`src/hdl/tgt_pkg.sv`:
```
// Shared types, widths and constants of the twiddle gain tuner.
// No dependencies; every other file of the tuner except tgt_queue uses this package.
package tgt_pkg;

  localparam int ERR_W      = 16;
  localparam int GAIN_W     = 32;
  localparam int SQ_W       = 32;
  localparam int SUM_W      = 42;
  localparam int TL_W       = 12;
  localparam int CFG_IDX_W  = 3;
  localparam int CFG_DATA_W = 32;
  localparam int OUT_DATA_W = 144;
  localparam int OUT_USER_W = 1;
  localparam int QUEUE_DEPTH = 4;

  // Step scaling divides by ten: the dividend is halved, then multiplied by
  // the reciprocal of five, which is exact for every 32-bit value.
  localparam int DIV_N_W = GAIN_W + 1;
  localparam logic [GAIN_W-1:0] RECIP5 = 32'hCCCC_CCCD;
  localparam int RECIP_SHIFT = 34;
  localparam logic [GAIN_W:0] CEIL_BIAS = 33'd9;

  localparam logic [TL_W-1:0] TL_RESET = 12'd1000;

  localparam logic [CFG_IDX_W-1:0] REG_TRIAL_LENGTH = 3'd0;
  localparam logic [CFG_IDX_W-1:0] REG_INIT_KP      = 3'd1;
  localparam logic [CFG_IDX_W-1:0] REG_INIT_KI      = 3'd2;
  localparam logic [CFG_IDX_W-1:0] REG_INIT_KD      = 3'd3;
  localparam logic [CFG_IDX_W-1:0] REG_INIT_STEP_P  = 3'd4;
  localparam logic [CFG_IDX_W-1:0] REG_INIT_STEP_I  = 3'd5;
  localparam logic [CFG_IDX_W-1:0] REG_INIT_STEP_D  = 3'd6;

  typedef enum logic [1:0] {
    PH_FIRST,
    PH_INC,
    PH_DEC
  } phase_t;

  typedef enum logic [2:0] {
    BS_IDLE,
    BS_DIV,
    BS_STEP,
    BS_START,
    BS_EMIT
  } bstate_t;

  typedef enum logic [1:0] {
    SM_NONE,
    SM_GROW,
    SM_SHRINK
  } step_mode_t;

  typedef struct packed {
    logic                  valid;
    logic [CFG_IDX_W-1:0]  index;
    logic [CFG_DATA_W-1:0] data;
  } cfg_wr_t;

  typedef struct packed {
    logic [GAIN_W-1:0] gain_p;
    logic [GAIN_W-1:0] gain_i;
    logic [GAIN_W-1:0] gain_d;
    logic [SUM_W-1:0]  trial_error;
    logic              improved;
  } result_t;

  // Starting gains and steps after reset; gains beyond the third start at zero.
  function automatic logic [GAIN_W-1:0] init_gain(input int g);
    logic [GAIN_W-1:0] v;
    case (g)
      0: v = 32'd4194304;
      1: v = 32'd83886;
      2: v = 32'd67108864;
      default: v = '0;
    endcase
    return v;
  endfunction

  function automatic logic [GAIN_W-1:0] init_step(input int g);
    logic [GAIN_W-1:0] v;
    case (g)
      0: v = 32'd167772;
      1: v = 32'd1678;
      2: v = 32'd1677722;
      default: v = '0;
    endcase
    return v;
  endfunction

endpackage

```
`src/hdl/tgt_front.sv`:
```
// Front end: takes error words, squares them and sums each trial.
// Depends on tgt_pkg; pushes finished trial sums into tgt_queue.
module tgt_front #(
  parameter int COUNT_BITS = 12
) (
  input  logic                        clk,
  input  logic                        rst_n,
  input  logic                        in_valid,
  output logic                        in_ready,
  input  logic [tgt_pkg::ERR_W-1:0]   in_sample,
  input  tgt_pkg::cfg_wr_t            cfg,
  input  logic                        q_full,
  output logic                        push,
  output logic [tgt_pkg::SUM_W-1:0]   push_sum
);

  logic [tgt_pkg::TL_W-1:0]  tl_r;
  logic [COUNT_BITS-1:0]     cnt_r, cnt_inc, tl_cmp;
  logic                      last_in, accept, stall;
  logic [tgt_pkg::ERR_W-1:0] mag_in;

  logic                      s1_v_r, s1_last_r;
  logic [tgt_pkg::ERR_W-1:0] s1_mag_r;
  logic                      s2_v_r, s2_last_r;
  logic [tgt_pkg::SQ_W-1:0]  s2_sq_r;
  logic [tgt_pkg::SUM_W-1:0] acc_r;
  logic [tgt_pkg::SUM_W:0]   sum_add;
  logic [tgt_pkg::SUM_W-1:0] sum_sat;

  assign tl_cmp  = COUNT_BITS'(tl_r);
  assign cnt_inc = cnt_r + 1'b1;
  assign last_in = (cnt_inc == tl_cmp);
  // The whole pipe holds only when a finished sum finds the queue full.
  assign stall    = s2_v_r & s2_last_r & q_full;
  assign in_ready = ~stall;
  assign accept   = in_valid & in_ready;
  assign mag_in   = in_sample[tgt_pkg::ERR_W-1] ? (~in_sample + 1'b1) : in_sample;

  assign sum_add  = {1'b0, acc_r} + {{(tgt_pkg::SUM_W - tgt_pkg::SQ_W + 1){1'b0}}, s2_sq_r};
  assign sum_sat  = sum_add[tgt_pkg::SUM_W] ? {tgt_pkg::SUM_W{1'b1}}
                                             : sum_add[tgt_pkg::SUM_W-1:0];
  assign push     = s2_v_r & s2_last_r & ~q_full;
  assign push_sum = sum_sat;

  always_ff @(posedge clk) begin
    if (!rst_n) begin
      tl_r   <= tgt_pkg::TL_RESET;
      cnt_r  <= '0;
      s1_v_r <= 1'b0;
      s2_v_r <= 1'b0;
      acc_r  <= '0;
    end else begin
      if (cfg.valid && cfg.index == tgt_pkg::REG_TRIAL_LENGTH) begin
        tl_r <= cfg.data[tgt_pkg::TL_W-1:0];
      end
      if (accept) begin
        cnt_r <= last_in ? '0 : cnt_inc;
      end
      if (!stall) begin
        s1_v_r <= accept;
        s2_v_r <= s1_v_r;
        if (s2_v_r) begin
          acc_r <= s2_last_r ? '0 : sum_sat;
        end
      end
    end
  end

  always_ff @(posedge clk) begin
    if (!stall) begin
      s1_mag_r  <= mag_in;
      s1_last_r <= last_in;
      s2_sq_r   <= s1_mag_r * s1_mag_r;
      s2_last_r <= s1_last_r;
    end
  end

endmodule

```
`src/hdl/tgt_queue.sv`:
```
// Short first-in first-out queue between the front end and the back end.
// Depends on nothing; width and depth come from the instantiating module.
module tgt_queue #(
  parameter int WIDTH = 42,
  parameter int DEPTH = 4
) (
  input  logic             clk,
  input  logic             rst_n,
  input  logic             push,
  input  logic [WIDTH-1:0] push_data,
  input  logic             pop,
  output logic             full,
  output logic             nonempty,
  output logic [WIDTH-1:0] head
);

  localparam int AW = (DEPTH > 1) ? $clog2(DEPTH) : 1;

  logic [WIDTH-1:0] mem_r [DEPTH];
  logic [AW-1:0]    wr_ptr_r, rd_ptr_r;
  logic [AW:0]      count_r;

  function automatic logic [AW-1:0] next_ptr(input logic [AW-1:0] p);
    return (p == AW'(DEPTH - 1)) ? '0 : p + 1'b1;
  endfunction

  assign full     = (count_r == (AW + 1)'(DEPTH));
  assign nonempty = (count_r != '0);
  assign head     = mem_r[rd_ptr_r];

  always_ff @(posedge clk) begin
    if (!rst_n) begin
      wr_ptr_r <= '0;
      rd_ptr_r <= '0;
      count_r  <= '0;
    end else begin
      if (push) begin
        wr_ptr_r <= next_ptr(wr_ptr_r);
      end
      if (pop) begin
        rd_ptr_r <= next_ptr(rd_ptr_r);
      end
      if (push && !pop) begin
        count_r <= count_r + 1'b1;
      end else if (pop && !push) begin
        count_r <= count_r - 1'b1;
      end
    end
  end

  always_ff @(posedge clk) begin
    if (push) begin
      mem_r[wr_ptr_r] <= push_data;
    end
  end

endmodule

```
`src/hdl/tgt_back.sv`:
```
// Back end: runs the twiddle step on each finished trial sum and holds the
// result word in the output register. Depends on tgt_pkg.
module tgt_back #(
  parameter int NUM_GAINS = 3
) (
  input  logic                      clk,
  input  logic                      rst_n,
  input  tgt_pkg::cfg_wr_t          cfg,
  input  logic                      q_valid,
  input  logic [tgt_pkg::SUM_W-1:0] q_sum,
  output logic                      q_pop,
  output logic                      out_valid,
  input  logic                      out_ready,
  output tgt_pkg::result_t          res
);

  localparam int GI_W = (NUM_GAINS > 1) ? $clog2(NUM_GAINS) : 1;
  localparam int GW   = tgt_pkg::GAIN_W;

  tgt_pkg::bstate_t    state_r, state_nxt;
  tgt_pkg::phase_t     phase_r, tgt_phase_r;
  tgt_pkg::step_mode_t mode_r;

  logic [GW-1:0]  best_r  [NUM_GAINS];
  logic [GW-1:0]  trial_r [NUM_GAINS];
  logic [GW-1:0]  step_r  [NUM_GAINS];
  logic [GW-1:0]  gsel    [3];
  logic [GI_W-1:0] gi_r, gi_adv, idx;

  logic [tgt_pkg::SUM_W-1:0] sum_r, best_sum_r;
  logic                      improved_r;
  logic                      first_case, better_case, need_div;

  logic [tgt_pkg::DIV_N_W-1:0] div_n;
  logic [GW-1:0]               div_h_r;
  logic [2*GW-1:0]             div_prod_r;
  logic [GW-1:0]               div_q;

  logic [GW-1:0] step_cur, best_idx, step_idx;
  logic [GW:0]   grown, inc_sum;
  logic [GW-1:0] dec_val, trial_new;

  logic div_load, div_run, step_wr, trial_load, out_load;
  logic out_valid_r;
  tgt_pkg::result_t res_r;

  assign gi_adv = (gi_r == GI_W'(NUM_GAINS - 1)) ? '0 : gi_r + 1'b1;
  assign idx    = (tgt_phase_r == tgt_pkg::PH_INC) ? gi_adv : gi_r;

  // A phase other than increase or decrease behaves like the first trial.
  assign first_case  = (phase_r != tgt_pkg::PH_INC) && (phase_r != tgt_pkg::PH_DEC);
  assign better_case = !first_case && (best_sum_r > q_sum);
  assign need_div    = !first_case && (better_case || phase_r == tgt_pkg::PH_DEC);

  assign step_cur = step_r[gi_r];
  assign best_idx = best_r[idx];
  assign step_idx = step_r[idx];
  assign div_q    = GW'(div_prod_r >> tgt_pkg::RECIP_SHIFT);
  assign grown    = {1'b0, step_cur} + {1'b0, div_q};
  assign inc_sum  = {1'b0, best_idx} + {1'b0, step_idx};
  assign dec_val  = (best_idx > step_idx) ? best_idx - step_idx : '0;
  assign trial_new = (tgt_phase_r == tgt_pkg::PH_INC)
                   ? (inc_sum[GW] ? {GW{1'b1}} : inc_sum[GW-1:0]) : dec_val;

  // Growth needs floor(step/10), shrink needs ceil(step/10).
  assign div_n = better_case ? {1'b0, step_cur} : {1'b0, step_cur} + tgt_pkg::CEIL_BIAS;

  for (genvar g = 0; g < 3; g++) begin : g_out
    if (g < NUM_GAINS) begin : g_has
      assign gsel[g] = trial_r[g];
    end else begin : g_none
      assign gsel[g] = '0;
    end
  end

  always_comb begin
    state_nxt = state_r;
    case (state_r)
      tgt_pkg::BS_IDLE: begin
        if (q_valid) begin
          state_nxt = need_div ? tgt_pkg::BS_DIV : tgt_pkg::BS_START;
        end
      end
      tgt_pkg::BS_DIV:   state_nxt = tgt_pkg::BS_STEP;
      tgt_pkg::BS_STEP:  state_nxt = tgt_pkg::BS_START;
      tgt_pkg::BS_START: state_nxt = tgt_pkg::BS_EMIT;
      tgt_pkg::BS_EMIT: begin
        if (!out_valid_r || out_ready) begin
          state_nxt = tgt_pkg::BS_IDLE;
        end
      end
      default: state_nxt = tgt_pkg::BS_IDLE;
    endcase
  end

  always_comb begin
    q_pop      = 1'b0;
    div_load   = 1'b0;
    div_run    = 1'b0;
    step_wr    = 1'b0;
    trial_load = 1'b0;
    out_load   = 1'b0;
    case (state_r)
      tgt_pkg::BS_IDLE: begin
        q_pop    = q_valid;
        div_load = q_valid;
      end
      tgt_pkg::BS_DIV:   div_run    = 1'b1;
      tgt_pkg::BS_STEP:  step_wr    = 1'b1;
      tgt_pkg::BS_START: trial_load = 1'b1;
      tgt_pkg::BS_EMIT:  out_load   = !out_valid_r || out_ready;
      default: ;
    endcase
  end

  always_ff @(posedge clk) begin
    if (!rst_n) begin
      state_r     <= tgt_pkg::BS_IDLE;
      phase_r     <= tgt_pkg::PH_FIRST;
      tgt_phase_r <= tgt_pkg::PH_INC;
      mode_r      <= tgt_pkg::SM_NONE;
      gi_r        <= '0;
      best_sum_r  <= '0;
      out_valid_r <= 1'b0;
      for (int g = 0; g < NUM_GAINS; g++) begin
        best_r[g]  <= tgt_pkg::init_gain(g);
        trial_r[g] <= tgt_pkg::init_gain(g);
        step_r[g]  <= tgt_pkg::init_step(g);
      end
    end else begin
      state_r <= state_nxt;

      // Starting values written during the first trial go straight into the state.
      if (cfg.valid && phase_r == tgt_pkg::PH_FIRST) begin
        for (int g = 0; g < NUM_GAINS; g++) begin
          if (g < 3 && cfg.index == tgt_pkg::CFG_IDX_W'(int'(tgt_pkg::REG_INIT_KP) + g)) begin
            best_r[g]  <= cfg.data;
            trial_r[g] <= cfg.data;
          end
          if (g < 3 && cfg.index == tgt_pkg::CFG_IDX_W'(int'(tgt_pkg::REG_INIT_STEP_P) + g)) begin
            step_r[g] <= cfg.data;
          end
        end
      end

      if (q_pop) begin
        if (first_case) begin
          gi_r        <= '0;
          best_sum_r  <= q_sum;
          tgt_phase_r <= tgt_pkg::PH_INC;
          mode_r      <= tgt_pkg::SM_NONE;
        end else if (better_case) begin
          for (int g = 0; g < NUM_GAINS; g++) begin
            best_r[g] <= trial_r[g];
          end
          best_sum_r  <= q_sum;
          tgt_phase_r <= tgt_pkg::PH_INC;
          mode_r      <= tgt_pkg::SM_GROW;
        end else if (phase_r == tgt_pkg::PH_INC) begin
          tgt_phase_r <= tgt_pkg::PH_DEC;
          mode_r      <= tgt_pkg::SM_NONE;
        end else begin
          tgt_phase_r <= tgt_pkg::PH_INC;
          mode_r      <= tgt_pkg::SM_SHRINK;
        end
      end

      if (step_wr) begin
        case (mode_r)
          tgt_pkg::SM_GROW:
            step_r[gi_r] <= grown[GW] ? {GW{1'b1}} : grown[GW-1:0];
          tgt_pkg::SM_SHRINK:
            step_r[gi_r] <= step_cur - div_q;
          default: ;
        endcase
      end

      if (trial_load) begin
        for (int g = 0; g < NUM_GAINS; g++) begin
          if (GI_W'(g) == idx) begin
            trial_r[g] <= trial_new;
          end else begin
            trial_r[g] <= best_r[g];
          end
        end
        gi_r    <= idx;
        phase_r <= tgt_phase_r;
      end

      if (out_load) begin
        out_valid_r <= 1'b1;
      end else if (out_ready) begin
        out_valid_r <= 1'b0;
      end
    end
  end

  // Division datapath and result payload.
  always_ff @(posedge clk) begin
    if (q_pop) begin
      sum_r      <= q_sum;
      improved_r <= first_case || better_case;
    end
    if (div_load) begin
      div_h_r <= div_n[GW:1];
    end
    if (div_run) begin
      div_prod_r <= div_h_r * tgt_pkg::RECIP5;
    end
    if (out_load) begin
      res_r.gain_p      <= gsel[0];
      res_r.gain_i      <= gsel[1];
      res_r.gain_d      <= gsel[2];
      res_r.trial_error <= sum_r;
      res_r.improved    <= improved_r;
    end
  end

  assign out_valid = out_valid_r;
  assign res       = res_r;

endmodule

```
`src/hdl/twiddle_gain_tuner.sv`:
```
// Top level of the twiddle gain tuner: front end, trial queue and back end.
// Depends on tgt_pkg, tgt_front, tgt_queue and tgt_back.
//
//  Channel   Direction  Word contents
//  in_       slave      tdata[15:0] error_sample (signed Q8.8)
//  out_      master     tdata: gain_p, gain_i, gain_d, trial_error; tuser: improved
//  cfg_      slave      cfg_index selects register, cfg_data carries its value
//
// The front end takes one error word per cycle unless stalled; a finished trial sum
// passes the magnitude and square registers, then enters a four-entry queue, so the
// front end can take the next trial's words while the back end works. The back end
// steps through idle, start and emit states for a trial, and also through divide
// and step states when a step grows or shrinks (a registered multiply of the halved
// step by the reciprocal of five). Input stalls only when a finished sum finds the
// queue full; the output register holds a result word while the consumer stalls.
// Reset is synchronous and needs no clearing pass.
module twiddle_gain_tuner #(
  parameter int NUM_GAINS  = 3,
  parameter int COUNT_BITS = 12
) (
  input  logic                              clk,
  input  logic                              rst_n,
  input  logic                              in_tvalid,
  output logic                              in_tready,
  input  logic [tgt_pkg::ERR_W-1:0]         in_tdata,   // [15:0] error_sample
  output logic                              out_tvalid,
  input  logic                              out_tready,
  // [31:0] gain_p, [63:32] gain_i, [95:64] gain_d, [137:96] trial_error, rest zero
  output logic [tgt_pkg::OUT_DATA_W-1:0]    out_tdata,
  output logic [tgt_pkg::OUT_USER_W-1:0]    out_tuser,  // [0] improved
  input  logic                              cfg_valid,
  output logic                              cfg_ready,
  input  logic [tgt_pkg::CFG_IDX_W-1:0]     cfg_index,
  input  logic [tgt_pkg::CFG_DATA_W-1:0]    cfg_data
);

  localparam int PAD_W = tgt_pkg::OUT_DATA_W - 3 * tgt_pkg::GAIN_W - tgt_pkg::SUM_W;

  tgt_pkg::cfg_wr_t          cfg;
  tgt_pkg::result_t          res;
  logic                      q_full, q_nonempty, q_push, q_pop;
  logic [tgt_pkg::SUM_W-1:0] q_push_sum, q_head;

  assign cfg_ready = 1'b1;
  assign cfg.valid = cfg_valid;
  assign cfg.index = cfg_index;
  assign cfg.data  = cfg_data;

  tgt_front #(
    .COUNT_BITS(COUNT_BITS)
  ) u_front (
    .clk      (clk),
    .rst_n    (rst_n),
    .in_valid (in_tvalid),
    .in_ready (in_tready),
    .in_sample(in_tdata),
    .cfg      (cfg),
    .q_full   (q_full),
    .push     (q_push),
    .push_sum (q_push_sum)
  );

  tgt_queue #(
    .WIDTH(tgt_pkg::SUM_W),
    .DEPTH(tgt_pkg::QUEUE_DEPTH)
  ) u_queue (
    .clk      (clk),
    .rst_n    (rst_n),
    .push     (q_push),
    .push_data(q_push_sum),
    .pop      (q_pop),
    .full     (q_full),
    .nonempty (q_nonempty),
    .head     (q_head)
  );

  tgt_back #(
    .NUM_GAINS(NUM_GAINS)
  ) u_back (
    .clk      (clk),
    .rst_n    (rst_n),
    .cfg      (cfg),
    .q_valid  (q_nonempty),
    .q_sum    (q_head),
    .q_pop    (q_pop),
    .out_valid(out_tvalid),
    .out_ready(out_tready),
    .res      (res)
  );

  assign out_tdata = {{PAD_W{1'b0}}, res.trial_error, res.gain_d, res.gain_i, res.gain_p};
  assign out_tuser = res.improved;

endmodule

```
`config.mk`:
```
export PLATFORM = sky130hd
export DESIGN_NAME = twiddle_gain_tuner
export DESIGN_NICKNAME = d
export VERILOG_FILES = /design/src/hdl/tgt_pkg.sv /design/src/hdl/tgt_front.sv /design/src/hdl/tgt_queue.sv /design/src/hdl/tgt_back.sv /design/src/hdl/twiddle_gain_tuner.sv
export SDC_FILE = /design/constraint.sdc
export NUM_CORES = 2
export LEC_CHECK = 0
export BUFFER_PORTS_ARGS = -buffer_cell sky130_fd_sc_hd__buf_2
export CAP_MARGIN = 10
export CORE_MARGIN = 5
export CORE_UTILIZATION = 30
export CTS_BUF_LIST = sky130_fd_sc_hd__clkbuf_4 sky130_fd_sc_hd__clkbuf_8 sky130_fd_sc_hd__clkbuf_16
export DETAILED_ROUTE_END_ITERATION = 12
export SETUP_SLACK_MARGIN = 0.15
export SYNTH_ARGS = -nofsm -noshare
export SYNTH_HDL_FRONTEND = slang
export SYNTH_SLANG_ARGS = --single-unit
```
`constraint.sdc`:
```
create_clock -name clk -period 20.2 [get_ports clk]
set_input_delay 2.02 -clock clk [delete_from_list [all_inputs] [get_ports clk]]
set_output_delay 2.02 -clock clk [all_outputs]
set_load 0.02 [all_outputs]
```
======== Word-level counts from Yosys, hierarchy flattened ========
Memory sizes are Yosys's and may differ from the RTL's. A register that Yosys moved wholly into a read port is not among the register bits.
Cells that the tools add are included.
word-level totals
  register bits ........................... 457
  memory bits (writable) .................. 456
  input port bits ......................... 56
  output and inout bits ................... 148
  word-level logic and storage cells ...... 261
  memories kept ........................... 4
operators by class
  $add $sub $neg .......................... 13
  $mul .................................... 2
  magnitude comparators ................... 2
  equality and inequality tests ........... 26
  muxes and demuxes ....................... 130
  bitwise operators ....................... 26
  reductions and logical operators ........ 28
memories
  memory          depth  bits a word  read ports  clocked after Yosys merged registers in  wr ports  line             RTL
  u_queue.mem_r   4      42           1           1                                        1         tgt_queue.sv:19  logic [WIDTH-1:0] mem_r [DEPTH];
  u_back.best_r   3      32           4           0                                        3         tgt_back.sv:24   logic [GW-1:0] best_r [NUM_GAINS];
  u_back.step_r   3      32           2           1                                        4         tgt_back.sv:26   logic [GW-1:0] step_r [NUM_GAINS];
  u_back.trial_r  3      32           3           0                                        3         tgt_back.sv:25   logic [GW-1:0] trial_r [NUM_GAINS];
operators with widths
  operator                number
  $mux 32                 30
  $mux 42                 4
  $mux 1                  71
  $mul 32x32->64 const B  1
  $add 42x32->43          1
  $gt 42x42->1            1
  $mux 2                  18
  $add 32x30->33          1
  $add 32x32->33          1
  $add 32x4->33 const B   1
  $gt 32x32->1            1
  $mul 16x16->32          1
  $sub 32x30->32          1
  $sub 32x32->32          1
  $or 1x1->1              19
  $add 16x1->16 const B   1
  $not 16->16             1
  $eq 3x3->1 const B      5
  $mux 15                 1
  $pmux 3 s5              1
  $add 12x1->12 const B   1
  $eq 12x12->1            1
  $eq 3x2->1 const B      4
  $mux 12                 1
  other kinds (21)        59

======== Depth between registers and ports, before layout ========
  depth after elaboration ................. 10
  gate-level depth with buffers ........... 27
  mapped depth without buffers ............ 26

======== Cells and area by module ========
A second synthesis with hierarchy kept.
unflattened totals
  cells, all modules ...................... 6871
  area, all modules ....................... 72490.8 um^2
modules (own cells, without submodules)
  module              instances  cells an instance  area each (um^2)  seq. area each (um^2)
  tgt_back            1          5018               51831.0           18057.3
  tgt_front           1          1580               14027.2           2832.7
  tgt_queue           1          264                6572.6            5225.0
  twiddle_gain_tuner  1          9                  60.1              0.0

======== Worst setup path before layout ========
Ideal clock, no wire load.
  kind .................................... input to register
  start point ............................. input out_tready
  end point ............................... register u_back.res_r, in the netlist u_back.res[0] (enable)
  library setup time ...................... 0.639 ns
  arrival time ............................ 7.859 ns
  data required time ...................... 19.561 ns
  slack ................................... 11.702 ns
  stages .................................. 2
  path buffers ............................ 0
  cell sequence ........................... nor2b_1 -> nor2_1
between the ends
  cells in the longest elaborated chain, start to end .. 2
RTL lines
  what                 line                      RTL
  start: declaration   twiddle_gain_tuner.sv:27  input logic out_tready,
  $logic_or 1x1->1     tgt_back.sv:111           tgt_pkg::BS_EMIT: out_load = !out_valid_r || out_ready;
  $mux 1               tgt_back.sv:103           case (state_r)
  via u_back.out_load  tgt_back.sv:43            logic div_load, div_run, step_wr, trial_load, out_load;
  end: declaration     tgt_back.sv:45            tgt_pkg::result_t res_r;
The timed path passes the listed nets, and every way through them passes these cells.
A chain may end at the register's enable or synchronous reset.

======== Worst setup path after layout ========
  start point ............................. register u_back.div_h_r[3]
  end point ............................... register u_back.div_prod_r[63] (data pin)
between the ends
  cells in the longest elaborated chain, start to end .. 1
RTL lines
  what                      line             RTL
  start: declaration        tgt_back.sv:35   logic [GW-1:0] div_h_r;
  start signal: assignment  tgt_back.sv:205  div_h_r <= div_n[GW:1];
  $mul 32x32->64            tgt_back.sv:208  div_prod_r <= div_h_r * tgt_pkg::RECIP5;
  end signal: assignment    tgt_back.sv:208
  end: declaration          tgt_back.sv:36   logic [2*GW-1:0] div_prod_r;
No other way between the ends.

==> impl_metrics.yaml <==
run_status:
  status: "finished clean"
grt:
  overflow: 0
  maximum_number_of_pins_on_one_net_before_global_route_repair: 76
  grt_antenna_before_repair: 19
  grt_first_pass_wirelength_um: 329000
  global_route.usage.total_pct: 17.1
  grt_pass1_vias: 51700
critical_path:
  timing.reg2reg.worst_path_depth: 23
  r2r-end: "u_back.div_prod_r[63]"
  slowest_stage: "sky130_fd_sc_hd__xor2_1"
  cp_cell_sequence: "ha_1 > xor2_1 > xor2_1 > fa_1 > fa_1 > fa_1 > fa_1 > fa_1 > inv_1 > fa_1 > inv_1 > ha_1 > nand4_1 > nor2_1 > and2_1 > a22o_1 > o41a_1 > o21ai_1 > a21oi_1 > o2111a_1 > o21ai_1 > o311ai_0 > a22o_1"
  cp.buffers_inverters: 2
  timing.critical_path.required_ns: 20.66
  worst_path_dominant_cell_family: "adder cells"
  crit_path_end_kind: "register"
  critPathArrivalTime_ns: 8.90
  worstSetupPathDepth: 23
  r2r_start: "u_back.div_h_r[3]"
  worstSetupPathType: "register to register"
  worstPathMaxFanout: 11
  path_common_cell: "sky130_fd_sc_hd__fa_1"
  start_kind: "register"
  endpoint: "u_back.div_prod_r[63]"
  setup.reg_to_reg.worst_slack_ns: 11.76
  critical-path-max-stage-delay_ns: 0.66
  worst_setup_path_startpoint: "u_back.div_h_r[3]"
cts:
  cts.htree.levels: 3
  worst_skew_late_latency_ns: 0.72
  cts_buffer_depth: 3
  postCtsSetupRepairBufs: 0
  clk_root_buffer_cell: "sky130_fd_sc_hd__clkbuf_16"
  clk_pin_slew_ns: 0.07
  tritoncts_num_sinks: 914
  post_cts_resized: 0
  tritoncts.num_buffers: 100
  ctsHoldBuffers: 0
  cts_tree: "built"
final_layout:
  register_area_um2: 26100
  layout.cells.most_common: "sky130_fd_sc_hd__inv_1"
  final_cell_mix: "sky130_fd_sc_hd__inv_1, sky130_fd_sc_hd__edfxtp_1, sky130_fd_sc_hd__ha_1"
  num-nets-final: 7994
  area_growth_syn_to_layout_pct: 10.9
  final_layout_size_suffix_gt1_share_pct: 9.38
  n_fill_cell: 23900
  multiInputGateArea_um2: 40500
floorplanning:
  die_height_um: 498
  die-width_um: 498
  die_ar_um2: 248000
  initial_utilization_pct: 30.1
  number_of_top_level_design_ports: 204
  core_footprint_um2: 237000
  floorplan.rows: 179
logic_synthesis:
  seq_area_frac_synth_pct: 36.5
  ys_types: 108
  number_of_warnings_printed_during_yosys_synthesis: 0
  mappedNetlistArea_um2: 71500
  syn-mean-instance-area_um2: 10.7
  synth_top_flop_cell: "sky130_fd_sc_hd__edfxtp_1"
  async_reset_ff_share_pct: 0
  synth_cells: 6648
  synth_edf_count: 781
  ys_seq_elements: 914
sta:
  post-route-worst-setup-slack_ns: 11.76
  setup_viol_count_final: 0
  setup_tns_after_final_layout_ns: 0
  final_min_period_over_clock_period_pct: 41.8
  achievable-frequency_mhz: 118
  final_max_slew_viol_count: 0
  worst-slew-pin-transition_ns: 1.35
  max-slew-margin-rel_pct: 9.49
  final_hold_violating_endpoints: 0
  hold_slack_ns: 0.413
  rsz0062_at_grt: "false"
  finClkSkew_ns: 0.0297
  period_minus_slack_ns: 8.44
run:
  timing.max_cap.violations: 0
hold_path:
  hold_class: "register to register"
route:
  finalWirelength_um: 218000
  vias_per_cell: 5.13
  final_antenna_net_count: 0
  detailedRoute.firstPassIterationCount: 6
  met3RoutedLength_um: 13000
  drt_first_iter_violations: 4689
  post_drt_wl_per_cell_um: 21.9
  met1_wirelength_um: 94200
  vias: 51200
  top_routing_layer_in_use: "met5"
  remaining_drc_errors: 0
  detailroute.wirelength.met2_um: 103000
placement:
  portbufs: 196
  placement.setup.worst_slack_ns: 11.71
  place.gp.congestion: 0.934
  hpwlAfterDp_um: 170000
## cell usage after synthesis (40+ instances only)
cell,n,area (µm²)
sky130_fd_sc_hd__a21o_1,116,871
sky130_fd_sc_hd__a21oi_1,324,1620
sky130_fd_sc_hd__a22o_1,90,788
sky130_fd_sc_hd__a31oi_1,92,576
sky130_fd_sc_hd__and2_1,91,569
sky130_fd_sc_hd__and3_1,60,375
sky130_fd_sc_hd__clkbuf_1,223,837
sky130_fd_sc_hd__dfxtp_1,133,2660
sky130_fd_sc_hd__edfxtp_1,781,23500
sky130_fd_sc_hd__fa_1,555,11100
sky130_fd_sc_hd__ha_1,657,8220
sky130_fd_sc_hd__inv_1,1015,3810
sky130_fd_sc_hd__mux2i_1,49,490
sky130_fd_sc_hd__mux4_2,106,2390
sky130_fd_sc_hd__nand2_1,454,1700
sky130_fd_sc_hd__nand2b_1,40,250
sky130_fd_sc_hd__nand3_1,167,836
sky130_fd_sc_hd__nor2_1,301,1130
sky130_fd_sc_hd__nor2b_1,113,707
sky130_fd_sc_hd__nor3_1,118,591
sky130_fd_sc_hd__o21a_1,48,360
sky130_fd_sc_hd__o21ai_0,268,1340
sky130_fd_sc_hd__o21bai_1,49,368
sky130_fd_sc_hd__xnor2_1,124,1090
sky130_fd_sc_hd__xor2_1,89,780
## metal layers
metal	vias up	GRT usage [%]
met4	8	6.15
met1	25800	23.2
met3	328	2.35
met2	1742	28.0
li1	23300	-
met5	-	0
## how the worst min path moves through the flow
stage,startpoint,endpoint,cells after the start
after floorplan,u_back.improved_r,u_back.res[0],0
after global placement,u_back.sum_r[2],u_back.res[3],0
after detailed placement,u_back.sum_r[17],u_back.res[18],0
after CTS,u_back.sum_r[1],u_back.res[2],0
after global routing,u_back.sum_r[1],u_back.res[2],0
final,u_back.sum_r[1],u_back.res[2],0
## layout make-up
class	instances	share of cell area, %
multi-input cells	4435	51.1
flip-flops and latches	914	33.0
well taps	3167	5.00
inverters	1016	4.81
clock buffers	125	3.47
repair buffers	259	1.84
clock inverters	63	0.780
diodes	8	0.0253
## registers in the layout (all words and copies together), names as in the netlist, 3 cells and up, named ones only
register / cells
u_queue.mem_r: 168
u_back.res: 139
u_back.step_r: 128
u_back.best_r: 96
u_back.trial_r: 96
u_back.best_sum_r: 42
u_back.sum_r: 42
u_front.acc_r: 42
u_back.div_h_r: 32
u_front.s2_sq_r: 31
u_back.div_prod_r: 30
u_front.s1_mag_r: 16
u_front.cnt_r: 12
u_front.tl_cmp: 12
u_back.state_r: 3
u_queue.count_r: 3
## through the flow
step           cells  util (%)  instance area, µm²
2_1_floorplan   6653         -               71500
3_3_place_gp    9791      32.0               75900
4_1_cts         9979      33.4               79200
5_1_grt         9984      33.4               79200
3_5_place_dp    9791      32.0               75900
6_report        9987      33.4               79300
## cells by family after synthesis
kind of cell / Yosys count / synth area share, %
AND/OR/NAND/NOR: 1500 / 10.2
adder cells (fa/ha/maj): 1212 / 27.1
buffers and inverters: 1304 / 7.00
other: 2 / 0.0105
AO/OA/AOI/OAI: 1344 / 12.5
XOR/XNOR: 213 / 2.61
multiplexers: 159 / 4.09
flip-flops: 914 / 36.5
Power is not shown: default switching activity piles up to over one toggle a cycle in this logic, so the estimate is an artifact.
